--- src/hdl/sset_pkg.sv ---
// Shared types, constants and helpers for the sensor scale and extreme tracker.
package sset_pkg;

  localparam int RawW    = 16;
  localparam int SecondW = 6;
  localparam int HumW    = 7;
  localparam int TempW   = 9;
  localparam int CfgIdxW = 2;
  localparam int ProdW   = 24;

  localparam logic [ProdW-1:0] HumGain  = 24'd125;
  localparam logic [ProdW-1:0] TempGain = 24'd175;
  localparam logic [7:0]       HumOffset  = 8'd6;
  localparam logic [TempW-1:0] TempOffset = 9'd46;

  localparam logic [TempW-1:0]   ColdReset   = 9'sd20;
  localparam logic [TempW-1:0]   WarmReset   = 9'sd40;
  localparam logic [TempW-1:0]   HotReset    = 9'sd60;
  localparam logic [SecondW-1:0] SecondReset = 6'd60;
  localparam logic [HumW-1:0]    HumHighReset  = 7'd0;
  localparam logic [HumW-1:0]    HumLowReset   = 7'd101;
  localparam logic [TempW-1:0]   TempHighReset = 9'h1CE;  // -50
  localparam logic [TempW-1:0]   TempLowReset  = 9'd150;

  typedef enum logic [CfgIdxW-1:0] {
    CFG_COLD = 2'd0,
    CFG_WARM = 2'd1,
    CFG_HOT  = 2'd2
  } cfg_index_t;

  typedef enum logic [1:0] {
    BAND_SKY    = 2'd0,
    BAND_GREEN  = 2'd1,
    BAND_YELLOW = 2'd2,
    BAND_RED    = 2'd3
  } band_t;

  typedef struct packed {
    logic signed [TempW-1:0] cold;
    logic signed [TempW-1:0] warm;
    logic signed [TempW-1:0] hot;
  } limits_t;

  typedef struct packed {
    logic [HumW-1:0]         humidity;
    logic signed [TempW-1:0] temperature;
    band_t                   band;
  } scaled_t;

  typedef struct packed {
    logic emit;
    logic hum_high;
    logic hum_low;
    logic temp_high;
    logic temp_low;
  } track_t;

  // Floor of x / 65535 for x below 256 * 65535: fold the high half back in.
  function automatic logic [7:0] div65535(input logic [ProdW-1:0] x);
    logic [ProdW:0] s;
    s = {1'b0, x} + {17'd0, x[ProdW-1:16]} + 25'd1;
    return s[23:16];
  endfunction

endpackage

--- src/hdl/sset_in_if.sv ---
// Input channel carrying one raw sensor word per handshake.
interface sset_in_if;
  logic                           valid;
  logic                           ready;
  logic [sset_pkg::RawW-1:0]      raw_humidity;
  logic [sset_pkg::RawW-1:0]      raw_temperature;
  logic [sset_pkg::SecondW-1:0]   second;

  modport source (output valid, output raw_humidity, output raw_temperature,
                  output second, input ready);
  modport sink   (input valid, input raw_humidity, input raw_temperature,
                  input second, output ready);
endinterface

--- src/hdl/sset_out_if.sv ---
// Output channel carrying one scaled result word per handshake.
interface sset_out_if;
  logic                               valid;
  logic                               ready;
  logic [sset_pkg::HumW-1:0]          humidity_percent;
  logic signed [sset_pkg::TempW-1:0]  temperature_celsius;
  logic [1:0]                         colour_band;
  logic                               humidity_new_high;
  logic                               humidity_new_low;
  logic                               temperature_new_high;
  logic                               temperature_new_low;

  modport source (output valid, output humidity_percent, output temperature_celsius,
                  output colour_band, output humidity_new_high, output humidity_new_low,
                  output temperature_new_high, output temperature_new_low, input ready);
  modport sink   (input valid, input humidity_percent, input temperature_celsius,
                  input colour_band, input humidity_new_high, input humidity_new_low,
                  input temperature_new_high, input temperature_new_low, output ready);
endinterface

--- src/hdl/sensor_scale_and_extreme_tracker.sv ---
// Top level: input register, scaling and extreme tracking, result register.
// Words pass the input register, then the result register, at one word per
// cycle unless the result side stalls; the input register feeds the scaler and
// tracker, whose state updates in the same edge that loads the result register.
// Words whose second repeats the previous one are dropped and give no result.
// Reset (synchronous, active high) restores limits 20/40/60, last second 60 and
// the extreme registers, and empties both pipeline registers.
module sensor_scale_and_extreme_tracker (
  input  logic                         clk,
  input  logic                         rst,
  input  logic                         cfg_we,
  input  logic [sset_pkg::CfgIdxW-1:0] cfg_index,
  input  logic [sset_pkg::TempW-1:0]   cfg_data,
  sset_in_if.sink                      sample,
  sset_out_if.source                   result
);

  // Color band limits.
  sset_pkg::limits_t limits;

  always_ff @(posedge clk) begin
    if (rst) begin
      limits.cold <= sset_pkg::ColdReset;
      limits.warm <= sset_pkg::WarmReset;
      limits.hot  <= sset_pkg::HotReset;
    end else if (cfg_we) begin
      unique case (cfg_index)
        sset_pkg::CFG_COLD: limits.cold <= cfg_data;
        sset_pkg::CFG_WARM: limits.warm <= cfg_data;
        sset_pkg::CFG_HOT:  limits.hot  <= cfg_data;
        default: ;  // drop writes to unused indexes
      endcase
    end
  end

  // Input register.
  logic                         in_valid;
  logic [sset_pkg::RawW-1:0]    in_raw_humidity;
  logic [sset_pkg::RawW-1:0]    in_raw_temperature;
  logic [sset_pkg::SecondW-1:0] in_second;
  logic                         advance;

  // Advance whenever the result register is free or being emptied.
  assign advance      = !result.valid || result.ready;
  assign sample.ready = !in_valid || advance;

  always_ff @(posedge clk) begin
    if (rst) begin
      in_valid <= 1'b0;
    end else if (sample.ready) begin
      in_valid <= sample.valid;
    end
  end

  always_ff @(posedge clk) begin
    if (sample.ready && sample.valid) begin
      in_raw_humidity    <= sample.raw_humidity;
      in_raw_temperature <= sample.raw_temperature;
      in_second          <= sample.second;
    end
  end

  // Scale and track.
  sset_pkg::scaled_t scaled;
  sset_pkg::track_t  track;
  logic              step;

  assign step = in_valid && advance;

  sset_scale u_scale (
    .raw_humidity    (in_raw_humidity),
    .raw_temperature (in_raw_temperature),
    .limits          (limits),
    .scaled          (scaled)
  );

  sset_track u_track (
    .clk    (clk),
    .rst    (rst),
    .step   (step),
    .second (in_second),
    .scaled (scaled),
    .track  (track)
  );

  // Result register: load a word only when the second changed.
  always_ff @(posedge clk) begin
    if (rst) begin
      result.valid <= 1'b0;
    end else if (advance) begin
      result.valid <= step && track.emit;
    end
  end

  always_ff @(posedge clk) begin
    if (step && track.emit) begin
      result.humidity_percent     <= scaled.humidity;
      result.temperature_celsius  <= scaled.temperature;
      result.colour_band          <= scaled.band;
      result.humidity_new_high    <= track.hum_high;
      result.humidity_new_low     <= track.hum_low;
      result.temperature_new_high <= track.temp_high;
      result.temperature_new_low  <= track.temp_low;
    end
  end

endmodule

--- src/hdl/sset_scale.sv ---
// Scale raw readings to percent and Celsius and pick the colour band.
module sset_scale (
  input  logic [sset_pkg::RawW-1:0] raw_humidity,
  input  logic [sset_pkg::RawW-1:0] raw_temperature,
  input  sset_pkg::limits_t         limits,
  output sset_pkg::scaled_t         scaled
);

  logic [sset_pkg::ProdW-1:0] hum_prod;
  logic [sset_pkg::ProdW-1:0] temp_prod;
  logic [7:0]                 hum_q;
  logic [7:0]                 temp_q;
  logic signed [sset_pkg::TempW-1:0] temp;

  assign hum_prod  = {8'd0, raw_humidity} * sset_pkg::HumGain;
  assign temp_prod = {8'd0, raw_temperature} * sset_pkg::TempGain;
  assign hum_q     = sset_pkg::div65535(hum_prod);
  assign temp_q    = sset_pkg::div65535(temp_prod);
  assign temp      = $signed({1'b0, temp_q} - sset_pkg::TempOffset);

  always_comb begin
    scaled.temperature = temp;
    // Clamp humidity at zero instead of wrapping.
    if (hum_q < sset_pkg::HumOffset) begin
      scaled.humidity = '0;
    end else begin
      scaled.humidity = sset_pkg::HumW'(hum_q - sset_pkg::HumOffset);
    end
    priority if (temp < limits.cold) begin
      scaled.band = sset_pkg::BAND_SKY;
    end else if (temp < limits.warm) begin
      scaled.band = sset_pkg::BAND_GREEN;
    end else if (temp < limits.hot) begin
      scaled.band = sset_pkg::BAND_YELLOW;
    end else begin
      scaled.band = sset_pkg::BAND_RED;
    end
  end

endmodule

--- src/hdl/sset_track.sv ---
// Running extremes and last-second filter, with new-extreme flags.
module sset_track (
  input  logic                         clk,
  input  logic                         rst,
  input  logic                         step,
  input  logic [sset_pkg::SecondW-1:0] second,
  input  sset_pkg::scaled_t            scaled,
  output sset_pkg::track_t             track
);

  logic [sset_pkg::SecondW-1:0]      last_second;
  logic [sset_pkg::HumW-1:0]         highest_humidity;
  logic [sset_pkg::HumW-1:0]         lowest_humidity;
  logic signed [sset_pkg::TempW-1:0] highest_temperature;
  logic signed [sset_pkg::TempW-1:0] lowest_temperature;

  always_comb begin
    track.emit      = second != last_second;
    track.hum_high  = scaled.humidity > highest_humidity;
    track.hum_low   = scaled.humidity < lowest_humidity;
    track.temp_high = scaled.temperature > highest_temperature;
    track.temp_low  = scaled.temperature < lowest_temperature;
  end

  always_ff @(posedge clk) begin
    if (rst) begin
      last_second         <= sset_pkg::SecondReset;
      highest_humidity    <= sset_pkg::HumHighReset;
      lowest_humidity     <= sset_pkg::HumLowReset;
      highest_temperature <= sset_pkg::TempHighReset;
      lowest_temperature  <= sset_pkg::TempLowReset;
    end else if (step && track.emit) begin
      last_second <= second;
      if (track.hum_high)  highest_humidity    <= scaled.humidity;
      if (track.hum_low)   lowest_humidity     <= scaled.humidity;
      if (track.temp_high) highest_temperature <= scaled.temperature;
      if (track.temp_low)  lowest_temperature  <= scaled.temperature;
    end
  end

endmodule

--- src/flat_wrapper.sv ---
// flat-port wrapper written by rule: the top's interface ports become plain ports
module sensor_scale_and_extreme_tracker_flat 
  (clk, rst, cfg_we, cfg_index, cfg_data, sample_valid, sample_raw_humidity, sample_raw_temperature, sample_second, sample_ready, result_valid, result_humidity_percent, result_temperature_celsius, result_colour_band, result_humidity_new_high, result_humidity_new_low, result_temperature_new_high, result_temperature_new_low, result_ready);
  sset_in_if sample_i ();
  sset_out_if result_i ();
  input  logic clk;
  input  logic rst;
  input  logic cfg_we;
  input  logic [sset_pkg::CfgIdxW-1:0] cfg_index;
  input  logic [sset_pkg::TempW-1:0] cfg_data;
  input wire logic [$bits(sample_i.valid)-1:0] sample_valid;
  input wire logic [$bits(sample_i.raw_humidity)-1:0] sample_raw_humidity;
  input wire logic [$bits(sample_i.raw_temperature)-1:0] sample_raw_temperature;
  input wire logic [$bits(sample_i.second)-1:0] sample_second;
  output wire logic [$bits(sample_i.ready)-1:0] sample_ready;
  output wire logic [$bits(result_i.valid)-1:0] result_valid;
  output wire logic [$bits(result_i.humidity_percent)-1:0] result_humidity_percent;
  output wire logic [$bits(result_i.temperature_celsius)-1:0] result_temperature_celsius;
  output wire logic [$bits(result_i.colour_band)-1:0] result_colour_band;
  output wire logic [$bits(result_i.humidity_new_high)-1:0] result_humidity_new_high;
  output wire logic [$bits(result_i.humidity_new_low)-1:0] result_humidity_new_low;
  output wire logic [$bits(result_i.temperature_new_high)-1:0] result_temperature_new_high;
  output wire logic [$bits(result_i.temperature_new_low)-1:0] result_temperature_new_low;
  input wire logic [$bits(result_i.ready)-1:0] result_ready;
  assign sample_i.valid = sample_valid;
  assign sample_i.raw_humidity = sample_raw_humidity;
  assign sample_i.raw_temperature = sample_raw_temperature;
  assign sample_i.second = sample_second;
  assign sample_ready = sample_i.ready;
  assign result_valid = result_i.valid;
  assign result_humidity_percent = result_i.humidity_percent;
  assign result_temperature_celsius = result_i.temperature_celsius;
  assign result_colour_band = result_i.colour_band;
  assign result_humidity_new_high = result_i.humidity_new_high;
  assign result_humidity_new_low = result_i.humidity_new_low;
  assign result_temperature_new_high = result_i.temperature_new_high;
  assign result_temperature_new_low = result_i.temperature_new_low;
  assign result_i.ready = result_ready;
  sensor_scale_and_extreme_tracker u_core (.clk(clk), .rst(rst), .cfg_we(cfg_we), .cfg_index(cfg_index), .cfg_data(cfg_data), .sample(sample_i), .result(result_i));
endmodule
--- config.mk ---
export PLATFORM = sky130hd
export DESIGN_NAME = sensor_scale_and_extreme_tracker_flat
export DESIGN_NICKNAME = d
export VERILOG_FILES = /design/src/hdl/sset_pkg.sv /design/src/hdl/sset_in_if.sv /design/src/hdl/sset_out_if.sv /design/src/hdl/sensor_scale_and_extreme_tracker.sv /design/src/hdl/sset_scale.sv /design/src/hdl/sset_track.sv /design/src/flat_wrapper.sv
export SDC_FILE = /design/constraint.sdc
export NUM_CORES = 1
export LEC_CHECK = 0
export ABC_CLOCK_PERIOD_IN_PS = 12740
export BUFFER_PORTS_ARGS = -buffer_cell sky130_fd_sc_hd__buf_2
export CAP_MARGIN = 10
export CORE_MARGIN = 4
export CORE_UTILIZATION = 32
export DETAILED_ROUTE_END_ITERATION = 16
export PLACE_DENSITY_LB_ADDON = 0.3
export SYNTH_ARGS = -nofsm -noshare
export SYNTH_HDL_FRONTEND = slang
export SYNTH_SLANG_ARGS = --single-unit
export TNS_END_PERCENT = 10
--- constraint.sdc ---
create_clock -name clk -period 12.74 [get_ports clk]
set_clock_uncertainty 0.2 [all_clocks]
set_input_delay 0.637 -clock clk [delete_from_list [all_inputs] [get_ports clk]]
set_output_delay 0.637 -clock clk [all_outputs]
set_load 0.02 [all_outputs]
==> out/qor.yml, run 1 <==
routing:
  wl_mm: 28.9
  via_per_inst: 4.83
  drc: 0
  drt.antenna.violating_nets: 0
  avgRoutedWirePerCell_um: 14.7
  dr.pass1.iters: 6
  drt-initial-drc-count: 507
  vias: 9501
sta:
  finalSetupViolCount: 0
  rsz0062_at_grt: "false"
  tightest_slew_ns: 1.11
  timing.setup.tns_ns: 0
  layout_min_cycle_time_ns: 10.26
  slew-limit-headroom: 0.255
  post-route-period-util: 0.805
  max_freq_ghz: 0.0975
  hold_viol: 0
  setup_ws_ns: 2.48
  final_max_slew_viol_count: 0
finish:
  drive_gt1_frac: 0.106
  stdcell_count: 1966
  fillCellCount: 4021
  synthToLayoutAreaGrowth_pct: 12.4
  nNetsFinal: 1771
worst_setup_path:
  crit_path_max_incr_delay_ns: 0.73
  endpoint_kind: "flip-flop"
  crit_type: "reg2reg"
  crit_fanout: 13
  arrival_ns: 10.36
  startpoint_type: "flip-flop"
  reg2regPathDepth: 39
  critPathSlowestCell: "xnor2_1"
  required_ns: 12.84
synthesis:
  netlist_top_cells_area: "ha_1 18%, fa_1 17%, edfxtp_1 14%, dfxtp_1 10%, inv_1 7.8%"
  async_flop_share: 0
  synth_area_um2: 12800
  synth_cells: 1347
  synth_top_area_share: 0.180
  synth-main-ff-cell: "dfxtp_1"
  synth_area_per_cell_um2: 9.51
  netlist_top_cells_count: "268 x inv_1, 184 x ha_1, 107 x fa_1, 78 x nand2_1, 72 x a21oi_1"
  syn_nets: 1692
  ys_warn_count: 0
  yosysTopAreaCell: "ha_1"
  ys_seq_area_frac: 0.245
  synth_seq_cells: 127
  netlist-cell-type-count: 89
  yosysMostFrequentCell: "inv_1"
  synth_edf_count: 60
global_routing:
  grt_max_degree: 44
  first_global_vias: 9792
  grt_antenna_before_repair: 2
  gr-usage-all-layers: 0.140
  grt_pass1_wl_mm: 49.7
  grt.overflow.total: 0
clock_network:
  clkSlewWorstSetupHoldPaths_ns: 0.07
  clock_latency_ns: 0.44
  clock_sinks: 127
  numCtsBuffers: 17
  cts_tree: "built"
  htree_num_levels: 4
  cts_setup_buffers: 0
  cts_resized: 0
  clk_path_buf_depth: 2
  hold_buffers: 0
  cts_root_buf: "clkbuf_16"
placed_design:
  gp_congestion: 0.826
  pre_cts_slack_ns: 2.55
  port-buffer-count: 77
  dp_hpwl_mm: 23.0
  dp_cells: 1932
floorplanning:
  ios: 78
  die_h_um: 208
  rows: 73
  die_w_um: 208
  dieArea_um2: 43300
  coreArea_um2: 39600
  initial_core_util: 0.323
worst_hold_path:
  holdPathStages: 1
  hp-class: "in2reg"
run_status:
  status: "finished, final reports clean"
flow_run:
  maxCapViolCount: 0
[layout by cell type, fill, tap and decap left out, types with 7 or more instances in the layout]
master | Yosys | final
or3_1 | 8 | 8
o21a_1 | 7 | 7
xor2_1 | 13 | 13
buf_2 | 3 | 77
nand4_1 | 16 | 16
and3_1 | 9 | 9
nand2_1 | 78 | 78
a31oi_1 | 11 | 11
nor2b_1 | 12 | 12
nand2b_1 | 10 | 10
nor2_1 | 66 | 66
clkbuf_16 | 0 | 17
a211oi_1 | 8 | 8
o211ai_1 | 17 | 17
o21ai_0 | 41 | 41
fa_1 | 107 | 107
xnor2_1 | 32 | 32
mux2i_1 | 30 | 30
inv_1 | 268 | 268
nand3_1 | 30 | 30
and2_1 | 8 | 7
ha_1 | 184 | 184
nand3b_1 | 8 | 8
edfxtp_1 | 60 | 60
or2_2 | 8 | 8
a21oi_1 | 72 | 72
nor3_1 | 13 | 13
dfxtp_1 | 67 | 67
a21o_1 | 28 | 28
[area by class of cell]
class                   instances  area (um^2)  share of cell area
inverters                     272         1020              0.0710
diodes                          2         5.00            0.000347
flip-flops and latches        127         3140               0.218
clock buffers                  17          425              0.0295
well taps                     525          657              0.0456
multi-input cells             927         8570               0.595
repair buffers                 81          415              0.0288
clock inverters                15          171              0.0119
[layer usage]
layer / global-route usage / routed length [um]
met1: 0.176 / 13200
met2: 0.245 / 14500
met3: 0.0210 / 671
met4: 0.0485 / 599
met5: 0 / 0
[sequential cells by signal, summed over array words and instances, names as in the netlist, 2 cells and up]
| signal | count |
|---|---|
| u_core.limits | 27 |
| u_core.in_raw_humidity | 16 |
| u_core.in_raw_temperature | 16 |
| u_core.result.temperature_celsius | 9 |
| u_core.u_track.highest_temperature | 9 |
| u_core.u_track.lowest_temperature | 9 |
| u_core.result.humidity_percent | 7 |
| u_core.u_track.highest_humidity | 7 |
| u_core.u_track.lowest_humidity | 7 |
| u_core.in_second | 6 |
| u_core.u_track.last_second | 6 |
| u_core.result.colour_band | 2 |
[through the flow]
| step | utilization | instance area (um^2) | hold WS [ns] |
|---|---|---|---|
| after floorplan | - | 12800 | 0.234 |
| final | 0.363 | 14400 | 0.166 |
| after global routing | 0.363 | 14400 | 0.141 |
| after global placement | 0.348 | 13800 | 0.247 |
| after CTS | 0.363 | 14400 | 0.127 |
| after detailed placement | 0.348 | 13800 | 0.251 |
[worst max-delay path, delay by kind of cell (launching register included)]
kind / cells / cell delay (ns)
flip-flops: 1 / 0.55
buffers and inverters: 5 / 0.47
XOR/XNOR: 3 / 1.25
multiplexers: 2 / 0.37
AO/OA/AOI/OAI: 14 / 2.72
AND/OR/NAND/NOR: 7 / 1.23
adder cells (fa/ha/maj): 8 / 3.32
[kinds of logic (layout without fill, tap and decap cells)]
group | after synthesis | count (layout) | synth area share
and+or+nand+nor | 290 | 290 | 0.114
muxes | 32 | 32 | 0.0261
DFF | 127 | 127 | 0.245
AOI/OAI and AO/OA | 265 | 265 | 0.145
xor gates and xnor gates | 47 | 47 | 0.0344
buffers and inverters | 293 | 385 | 0.0869
other | 0 | 2 | 0
adders and majority gates | 293 | 293 | 0.348
[path summary, 6_finish.rpt]
path	startpoint	to	slack, ns
max	u_core.in_raw_temperature[4]	u_core.u_track.highest_temperature[2]	2.48
min	sample_raw_temperature[8]	u_core.in_raw_temperature[8]	0.17
max reg2reg	u_core.in_raw_temperature[4]	u_core.u_track.highest_temperature[2]	2.48
min reg2reg	u_core.limits[1]	u_core.limits[1]	0.26
Power of run 1 is not shown: default switching activity piles up to over one toggle a cycle in this logic, so the estimate is an artifact.
==> run 2: changes to the inputs <==
ABC_AREA = 1   (was not set)
ABC_CLOCK_PERIOD_IN_PS = 9000   (was 12740)
clock period = 9 ns   (was 12.74 ns; I/O delays follow)
==> run 2 against run 1 <==
Compared with the run above: worst setup slack lost 1.7 ns; flip-flop and latch count is the same; via count grew 12%; largest cell class unchanged; non-clock buffer count grew 54; area after synthesis grew 3.1%; maximum frequency grew 25%; utilization grew 1.2 points; sequential share of layout area shrank 1.3 points; wire length grew 4.6%; critical path depth grew 10.
==> out/qor.yml, run 2 <==
finish:
  regArea_um2: 3140
  final_common_cell: "inv_1"
  multi_input_area_um2: 8620
  diodes: 0
  regMostFlops: "u_core.limits"
  synthToLayoutAreaGrowth_pct: 16.0
  nNetsFinal: 2129
  drive_gt1_frac: 0.111
  largest_reg_flops: 27
  fillCellCount: 4175
  layout_common_cells: "367 x inv_1, 308 x nand2_1, 184 x ha_1"
  reg.largest.list: "u_core.limits: 27 flops, u_core.in_raw_humidity: 16 flops, u_core.in_raw_temperature: 16 flops"
flow_run:
  maxCapViolCount: 0
synthesis:
  yosysTopAreaCell: "ha_1"
  syn_nets: 1988
  yosysMostFrequentCell: "inv_1"
  netlist_top_cells_area: "ha_1 17%, fa_1 16%, edfxtp_1 14%, inv_1 11%, dfxtp_1 10%"
  synth_area_um2: 13200
  netlist-cell-type-count: 51
  ys_warn_count: 0
  netlist_top_cells_count: "371 x inv_1, 309 x nand2_1, 184 x ha_1, 107 x fa_1, 96 x a21oi_1"
  synth_area_per_cell_um2: 8.04
  synth_cells: 1643
  async_flop_share: 0
  ys_seq_area_frac: 0.238
  synth_edf_count: 60
  synth_seq_cells: 127
  synth-main-ff-cell: "dfxtp_1"
  synth_top_area_share: 0.174
sta:
  final_max_slew_viol_count: 0
  slew-limit-headroom: 0.338
  max_freq_ghz: 0.122
  rsz0062_at_grt: "true"
  hold_ws_ns: 0.0440
  tightest_slew_ns: 0.993
  hold_viol: 0
  layout_min_cycle_time_ns: 8.21
  post-route-period-util: 0.912
  finalSetupViolCount: 0
worst_setup_path:
  required_ns: 9.14
  cp.buffers_inverters: 9
  arrival_ns: 8.35
  endpoint_kind: "flip-flop"
  crit_family: "adder cells"
  crit_path_max_incr_delay_ns: 0.53
  r2r_slack_ns: 0.79
  cpMostUsedCell: "nand2_1"
  crit_type: "reg2reg"
  startpoint_type: "flip-flop"
  critPathSlowestCell: "fa_1"
  crit_fanout: 8
routing:
  drc: 0
  avgRoutedWirePerCell_um: 13.0
  dr.pass1.iters: 5
  via_per_inst: 4.59
  wl_mm: 30.3
  drt-initial-drc-count: 466
  vias: 10700
  drt.antenna.violating_nets: 0
floorplanning:
  rows: 74
  die_h_um: 211
  initial_core_util: 0.324
  ios: 78
  dieArea_um2: 44600
  die_w_um: 211
  coreArea_um2: 40800
placed_design:
  port-buffer-count: 77
  dp_hpwl_mm: 24.6
  gp_congestion: 0.920
global_routing:
  grt_max_degree: 43
  gr-usage-all-layers: 0.143
  grt_pass1_wl_mm: 51.9
  first_global_vias: 10800
  grt_antenna_before_repair: 0
  grt.overflow.total: 0
worst_hold_path:
  hp-class: "in2reg"
clock_network:
  clkSlewWorstSetupHoldPaths_ns: 0.06
  cts_root_buf: "clkbuf_16"
  cts_tree: "built"
  htree_num_levels: 4
  clock_sinks: 127
  clock_latency_ns: 0.46
  numCtsBuffers: 17
  clk_path_buf_depth: 2
run_status:
  status: "finished, final reports clean"
-- run 2: repair_timing --
action                     in CTS  in global routing
hold endpoints to repair       37                  0
resized for setup               0                 13
setup endpoints to repair       0                 28
hold buffers                   37                  0
buffers inserted                0                 14
-- run 2: kinds of logic after synthesis --
| kind of cell | synth area share |
|---|---|
| fa+ha+maj | 0.336 |
| xor+xnor | 0.0252 |
| compound gates | 0.0863 |
| simple gates | 0.202 |
| buf+inv | 0.112 |
| flops | 0.238 |
-- run 2: layout make-up --
cell class	count	share of cell area
well taps	532	0.0434
flip-flops and latches	127	0.205
inverters	378	0.0927
multi-input cells	1125	0.562
clock inverters	15	0.00938
clock buffers	17	0.0277
repair buffers	135	0.0596
-- run 2: per-layer routing --
| layer | global-route usage | vias to the layer above | routed length, um |
|---|---|---|---|
| li1 | - | 5521 | - |
| met3 | 0.0267 | 39 | 985 |
| met5 | 0 | - | 0 |
| met2 | 0.235 | 167 | 13900 |
| met1 | 0.192 | 4961 | 14700 |
| met4 | 0.0409 | 0 | 642 |
-- run 2: per-stage QoR --
stage / TNS (ns) / instance area [um^2] / std cells / setup WS, ns / util
finish: 0 / 15300 / 2329 / 0.790 / 0.376
global route: -0.0135 / 15300 / 2329 / -0.0135 / 0.376
CTS: 0 / 15200 / 2315 / 0.414 / 0.372
detailed placement: 0 / 14300 / 2246 / 0.427 / 0.349
global placement: 0 / 14300 / 2246 / 0.666 / 0.349
floorplan: 0 / 13200 / 1643 / 1.11 / -
-- run 2: worst reg2reg max path, delay by kind of cell (launching register included) --
kind	cells	cell delay [ns]
xor+xnor	1	0.15
flops	1	0.48
simple gates	22	2.50
compound gates	9	0.97
fa+ha+maj	8	3.11
buf+inv	9	0.72
-- run 2: path summary, 6_finish.rpt --
path                                              startpoint                                    end  depth (start not counted)
worst max register to register  u_core.in_raw_temperature[3]  u_core.u_track.highest_temperature[0]                         49
worst max-delay path            u_core.in_raw_temperature[3]  u_core.u_track.highest_temperature[0]                         49
worst min register to register              u_core.limits[6]                       u_core.limits[6]                          2
worst min-delay path                             cfg_data[3]                       u_core.limits[3]                          3
Power of run 2 is left out for the same reason.
